### src/design/kpsd_pkg.sv
// ----------------------------------------------------------------------------
// kpsd_pkg: shared types and constants for the keypad scan/debounce core
// Holds the item and result structs, the history constants, the column
// decoder and the key character table.
// ----------------------------------------------------------------------------
package kpsd_pkg;

    localparam int unsigned ROWS     = 4;
    localparam int unsigned COL_BITS = 3;

    localparam logic [15:0] HISTORY_FORCE = 16'hFE00;
    localparam logic [15:0] HISTORY_EVENT = 16'hFF00;

    localparam logic MODE_SCAN = 1'b0;
    localparam logic MODE_READ = 1'b1;

    typedef struct packed {
        logic                                fire;
        logic                                mode;
        logic [ROWS-1:0][COL_BITS-1:0]       cols;
    } kpsd_item_t;

    typedef struct packed {
        logic [7:0] key_code;
        logic       key_waiting;
        logic       key_missed;
    } kpsd_result_t;

    // One-hot column reading to column index; anything else maps to the
    // empty column.
    function automatic logic [1:0] decode_column(input logic [COL_BITS-1:0] raw);
        logic [1:0] col;
        case (raw)
            3'd1:    col = 2'd2;
            3'd2:    col = 2'd1;
            3'd4:    col = 2'd0;
            default: col = 2'd3;
        endcase
        return col;
    endfunction

    function automatic logic [7:0] key_char(input logic [1:0] row, input logic [1:0] col);
        logic [7:0] ch;
        case ({row, col})
            4'b00_00: ch = 8'h31;   // 1
            4'b00_01: ch = 8'h32;   // 2
            4'b00_10: ch = 8'h33;   // 3
            4'b01_00: ch = 8'h34;   // 4
            4'b01_01: ch = 8'h35;   // 5
            4'b01_10: ch = 8'h36;   // 6
            4'b10_00: ch = 8'h37;   // 7
            4'b10_01: ch = 8'h38;   // 8
            4'b10_10: ch = 8'h39;   // 9
            4'b11_00: ch = 8'h2A;   // *
            4'b11_01: ch = 8'h30;   // 0
            4'b11_10: ch = 8'h23;   // #
            default:  ch = 8'h00;
        endcase
        return ch;
    endfunction

endpackage

### src/design/kpsd_engine.sv
// ----------------------------------------------------------------------------
// kpsd_engine: debounce history, key capture and latch
// Holds the scanner state and forms the result of one item combinationally;
// the state advances on every item transfer.
// ----------------------------------------------------------------------------
module kpsd_engine (
    input  logic                  clk,
    input  logic                  rst_n,
    input  kpsd_pkg::kpsd_item_t   item,
    output kpsd_pkg::kpsd_result_t result
);
    import kpsd_pkg::*;

    logic [15:0]         press_history_reg, press_history_next;
    logic [1:0]          raw_row_reg, raw_row_next;
    logic [COL_BITS-1:0] raw_columns_reg, raw_columns_next;
    logic [1:0]          held_row_reg, held_row_next;
    logic [1:0]          held_column_reg, held_column_next;
    logic                ready_flag_reg, ready_flag_next;
    logic                missed_flag_reg, missed_flag_next;
    logic [COL_BITS-1:0] cols_any;
    logic                press_event;
    logic [7:0]          code;

    always_comb
    begin
        press_history_next = press_history_reg;
        raw_row_next       = raw_row_reg;
        raw_columns_next   = raw_columns_reg;
        held_row_next      = held_row_reg;
        held_column_next   = held_column_reg;
        ready_flag_next    = ready_flag_reg;
        missed_flag_next   = missed_flag_reg;
        code               = 8'h00;

        cols_any = '0;
        for (int r = 0; r < ROWS; r++)
        begin
            cols_any = cols_any | item.cols[r];
        end
        press_event = (({press_history_reg[14:0], 1'b0} | {13'd0, cols_any} | HISTORY_FORCE)
                      == HISTORY_EVENT);

        if (item.mode == MODE_SCAN)
        begin
            press_history_next = {press_history_reg[14:0], 1'b0} | {13'd0, cols_any}
                                 | HISTORY_FORCE;
            // highest row with any column set wins
            for (int r = 0; r < ROWS; r++)
            begin
                if (item.cols[r] != '0)
                begin
                    raw_row_next     = 2'(r);
                    raw_columns_next = item.cols[r];
                end
            end
            if (press_event)
            begin
                if (ready_flag_reg)
                begin
                    missed_flag_next = 1'b1;
                end
                else
                begin
                    ready_flag_next  = 1'b1;
                    held_row_next    = raw_row_next;
                    held_column_next = decode_column(raw_columns_next);
                end
            end
        end
        else if (ready_flag_reg)
        begin
            ready_flag_next = 1'b0;
            code            = key_char(held_row_reg, held_column_reg);
        end
    end

    assign result.key_code    = code;
    assign result.key_waiting = ready_flag_next;
    assign result.key_missed  = missed_flag_next;

    always_ff @(posedge clk or negedge rst_n)
    begin
        if (!rst_n)
        begin
            press_history_reg <= '0;
            raw_row_reg       <= '0;
            raw_columns_reg   <= '0;
            held_row_reg      <= '0;
            held_column_reg   <= '0;
            ready_flag_reg    <= 1'b0;
            missed_flag_reg   <= 1'b0;
        end
        else if (item.fire)
        begin
            press_history_reg <= press_history_next;
            raw_row_reg       <= raw_row_next;
            raw_columns_reg   <= raw_columns_next;
            held_row_reg      <= held_row_next;
            held_column_reg   <= held_column_next;
            ready_flag_reg    <= ready_flag_next;
            missed_flag_reg   <= missed_flag_next;
        end
    end

    a_missed_sticky: assert property (@(posedge clk) disable iff (!rst_n)
        missed_flag_reg |=> missed_flag_reg)
        else $error("missed flag dropped");

    a_event_latches: assert property (@(posedge clk) disable iff (!rst_n)
        item.fire && item.mode == MODE_SCAN && press_event && !ready_flag_reg
        |=> ready_flag_reg)
        else $error("press event did not latch a key");

    a_held_key_kept: assert property (@(posedge clk) disable iff (!rst_n)
        item.fire && item.mode == MODE_SCAN && ready_flag_reg
        |=> held_row_reg == $past(held_row_reg) && held_column_reg == $past(held_column_reg))
        else $error("held key changed while waiting");

endmodule

### src/design/keypad_scan_debounce_latch_core.sv
// ----------------------------------------------------------------------------
// keypad_scan_debounce_latch_core: 4x3 keypad scanner with shift debounce
// Scan items update the debounce history and latch a key on press/release;
// read items return the latched key character.
// ----------------------------------------------------------------------------
// channel  dir  tdata (low bit up)                          tuser
// s_axis   in   cols_row0[2:0] cols_row1 cols_row2 cols_row3 mode
// m_axis   out  key_code[7:0] key_waiting key_missed         -
//
// One item per cycle sustained while the master side takes results; an input
// transfer passes the input register, then the result register. The state
// update sits between the two registers. Reset clears the engine state and
// empties both stages. A stalled master side holds the result; the input
// stage keeps taking items as long as the result register moves or is empty.
// ----------------------------------------------------------------------------
module keypad_scan_debounce_latch_core (
    input  logic        clk,
    input  logic        rst_n,
    input  logic        s_tvalid,
    output logic        s_tready,
    input  logic [15:0] s_tdata,   // cols_row0[2:0], cols_row1[5:3], cols_row2[8:6],
                                   // cols_row3[11:9], zero pad [15:12]
    input  logic        s_tuser,   // mode
    output logic        m_tvalid,
    input  logic        m_tready,
    output logic [15:0] m_tdata    // key_code[7:0], key_waiting[8], key_missed[9],
                                   // zero pad [15:10]
);
    import kpsd_pkg::*;

    logic                          in_valid_reg;
    logic                          in_mode_reg;
    logic [ROWS-1:0][COL_BITS-1:0] in_cols_reg;
    logic                          out_valid_reg;
    kpsd_result_t                  out_result_reg;
    logic                          out_free;
    logic                          advance;
    kpsd_item_t                    item;
    kpsd_result_t                  result;

    assign out_free = !out_valid_reg || m_tready;
    assign advance  = in_valid_reg && out_free;
    assign s_tready = !in_valid_reg || out_free;

    assign item.fire = advance;
    assign item.mode = in_mode_reg;
    assign item.cols = in_cols_reg;

    kpsd_engine u_engine (
        .clk    (clk),
        .rst_n  (rst_n),
        .item   (item),
        .result (result)
    );

    always_ff @(posedge clk or negedge rst_n)
    begin
        if (!rst_n)
        begin
            in_valid_reg  <= 1'b0;
            out_valid_reg <= 1'b0;
        end
        else
        begin
            if (s_tready)
            begin
                in_valid_reg <= s_tvalid;
            end
            if (out_free)
            begin
                out_valid_reg <= in_valid_reg;
            end
        end
    end

    always_ff @(posedge clk)
    begin
        if (s_tvalid && s_tready)
        begin
            in_mode_reg <= s_tuser;
            in_cols_reg <= s_tdata[ROWS*COL_BITS-1:0];
        end
        if (advance)
        begin
            out_result_reg <= result;
        end
    end

    assign m_tvalid = out_valid_reg;
    assign m_tdata  = {6'd0, out_result_reg.key_missed, out_result_reg.key_waiting,
                       out_result_reg.key_code};

endmodule
### config.mk
export PLATFORM = sky130hd
export DESIGN_NAME = keypad_scan_debounce_latch_core
export DESIGN_NICKNAME = d
export VERILOG_FILES = /design/src/design/kpsd_pkg.sv /design/src/design/kpsd_engine.sv /design/src/design/keypad_scan_debounce_latch_core.sv
export SDC_FILE = /design/constraint.sdc
export NUM_CORES = 1
export LEC_CHECK = 0
export BUFFER_PORTS_ARGS = -buffer_cell sky130_fd_sc_hd__buf_2
export CAP_MARGIN = 15
export CORE_MARGIN = 2
export CORE_UTILIZATION = 49
export CTS_CLUSTER_DIAMETER = 200
export DETAILED_ROUTE_END_ITERATION = 10
export PLACE_DENSITY = 0.75
export SLEW_MARGIN = 10
export SYNTH_ARGS = -nofsm -noshare
export SYNTH_HDL_FRONTEND = slang
export SYNTH_HIERARCHICAL = 1
export SYNTH_SLANG_ARGS = --single-unit
### constraint.sdc
create_clock -name clk -period 1.8 [get_ports clk]
set_input_delay 0.09 -clock clk [delete_from_list [all_inputs] [get_ports clk]]
set_output_delay 0.09 -clock clk [all_outputs]
set_load 0.03 [all_outputs]
==> implementation parameters <==
Parameter                              Value

Power
  Power Dens Cells    just under 900 mW/mm^2
  Max rail drop VDD    between 0.0006 and 0.0007 V
  Leakage power    ~1.1 nW

Die
  Die X-Extent    68.7 um
  Initial core utilization    0.510
  Row Count    23
  Die area    0.00472 mm^2
  Die Ht    68.7 um
  Number of top-level design ports    39
  Core Area    0.00403 mm^2

Drt
  Met3 Routed Length    approximately 200 um
  Routed length on met1    1490 um
  Vias per Instance    5.20
  DRC viols    0
  Total iterations of the first detailed-routing run    5
  Initial DRC Count    79
  Vias    1399
  Wire length after detailed routing    3870 um
  Final routed wire length divided by cell count    14.4 um
  Max Used Layer    met4
  Post-route ant nets    0
  Detail Route met2 WL    2130 um

Placement
  Number of buffers added on ports    28
  Final weighted congestion in routability-driven placement    0.799
  Placed inst area    0.00224 mm^2
  HPWL Detailed    2680 um

Final layout
  Number of flip-flops under the largest register name    12
  Number of nets in the finished design    roughly 240
  Final antenna diode count    0
  Ratio of cells with drive above 1 in the final layout    0.301
  Final standard cell area without fillers    around 0.0025 mm^2
  Synth-to-layout area growth    22.5%
  Fin util    0.624

Critical path
  Critical Path Fanout Max    4
  Worst endpoint data arrival time    1.92 ns
  CP Launch Type    flip-flop
  Type of the worst setup path    flip-flop to flip-flop
  Critical Path RT    1.95 ns
  Nature of the critical path endpoint    flip-flop

Worst hold path
  Worst min path class    input pin to flip-flop

Synth
  Primary FF master, synth    edfxtp_1
  Commonest cells post-synth    edfxtp_1, dfrtp_1, nand2_1
  Cell accounting for the most synthesized area    edfxtp_1
  EDFF count, synth    23
  Yosys reg bits    44
  Cell types with the largest area share after synthesis    edfxtp_1, dfrtp_1, mux2_2
  Sequential share of the synthesized area    0.592
  Most common cell in the netlist    edfxtp_1
  Netlist area before placement    0.00205 mm^2
  Async set-reset flop share out of synthesis    0.477
  Unique masters post-synth    44
  Gate Count Post-Synth    between 150 and 200
  Post-synthesis area per instance    roughly 12 um^2
  Yosys warning count    6
  Fraction of synthesized cell area taken by the top area cell type    0.336

Clocking
  Worst skew pair latency    0.30 ns
  Number of H-tree levels    2
  Worst-case clock buffer depth    2
  CTS tree    yes
  Clk Tree Root Cell    clkbuf_8
  Clock transition at the registers of the reported paths    0.09 ns
  CTS Sinks    44
  Cts bufs inserted    5

GRT
  Maximum number of pins on one net before global-route repair    22
  Antenna violations before repair    0
  Total Routing Usage GR    0.193
  Wire length of the first global-routing pass    6380 um
  Number of global-route vias before repair    about 1400
  Congestion Overflow GR    0

STA
  Clock Skews    0.0109 ns
  Max Transition Viols Final    0
  Final setup viols    0
  Max Clk Rate    565 MHz
  Share of the cycle needed by the critical path after routing    0.983
  Final period demand of the worst path    1.77 ns
  Total Neg Setup Slack    0 ns
  Hold Worst Slack    0.0996 ns
  Final hold vios    0
  RSZ-0062 raised after global routing    true

Flow run
  Max capacitance violation total    0

Outcome
  Status    completed
[per-layer routing]
metal | GRT usage | vias up
met1 | 0.192 | 658
met4 | 0.0784 | 0
met5 | 0 | -
li1 | - | 686
met3 | 0.0601 | 6
met2 | 0.368 | 49
[cells in the final DEF, fill, tap and decap left out, types with 2 or more instances in the layout]
master	count
buf_2	28
edfxtp_1	23
dfrtp_1	20
nand2_1	16
dlygate4sd3_1	15
nor2_1	14
conb_1	8
buf_4	8
nor3_1	7
a21oi_1	7
mux2_2	7
nand2b_1	5
clkbuf_8	5
inv_1	5
ha_1	4
a211oi_1	3
a22oi_1	3
o21ai_1	3
o21ai_0	3
clkinv_2	2
mux2i_1	2
a31oi_1	2
or2_2	2
nor4_4	2
nor3b_1	2
xor2_1	2
[power by group]
group          leakage, nW  switching, W  internal (W)
Sequential           0.467     0.0000894       0.00119
Clock               0.0479      0.000330      0.000270
Combinational        0.547      0.000168      0.000156
Total                 1.06      0.000587       0.00162
[final timing paths]
check / end / depth (start not counted) / slack [ns] / from
worst max register to register: m_tdata[9]$_DFFE_PP_ / 5 / 0.03 / in_cols_reg[3]$_DFFE_PP_
worst min-delay path: m_tvalid$_DFFE_PN0P_ / 3 / 0.1 / m_tready
min in group asynchronous: u_engine/press_history_reg[3]$_DFFE_PN0P_ / 2 / 0.28 / rst_n
worst min register to register: u_engine/raw_row_reg[0]$_DFFE_PN0P_ / 2 / 0.49 / u_engine/raw_row_reg[0]$_DFFE_PN0P_
worst max-delay path: m_tdata[9]$_DFFE_PP_ / 5 / 0.03 / in_cols_reg[3]$_DFFE_PP_
max in group asynchronous: m_tvalid$_DFFE_PN0P_ / 2 / 1.19 / rst_n
[metrics by stage]
step,power [W],cells,worst slack [ns]
4_1_cts,0.00220,266,0.0463
5_1_grt,0.00233,269,-0.0349
3_3_place_gp,0.00156,244,0.121
6_report,0.00220,269,0.0307
2_1_floorplan,0.00150,173,0.0635
3_5_place_dp,0.00159,244,0.0536
[worst max-delay path, cell delays in order, from the launching register on]
cell	delay, ns
edfxtp_1	0.44
or4_4	0.56
nor3_4	0.18
and3b_2	0.25
nand2_1	0.06
o21bai_1	0.14
[what timing repair did]
item | in CTS | in global routing
setup endpoints to repair | 1 | 4
gates resized for setup | 1 | 3
hold buffers | 14 | 1
buffers inserted | 0 | 2
endpoints found under the hold margin | 34 | 1
[layout make-up]
type	count	area (um^2)
Inverter	5	18.8
Clock buffer	5	68.8
Fill cell	318	1510
Clock inverter	3	18.8
Timing Repair Buffer	51	350
Tap cell	50	62.6
Multi-Input combinational cell	111	778
Sequential cell	44	1220
[logic make-up after synthesis]
group	after synthesis	synth area share
and+or+nand+nor	60	0.174
xor gates and xnor gates	2	0.00853
AOI/OAI and AO/OA	28	0.0969
other	2	0.00366
buffers and inverters	18	0.0518
adders and majority gates	4	0.0244
muxes	9	0.0481
DFF	44	0.592
(Power assumes the default switching activity.)
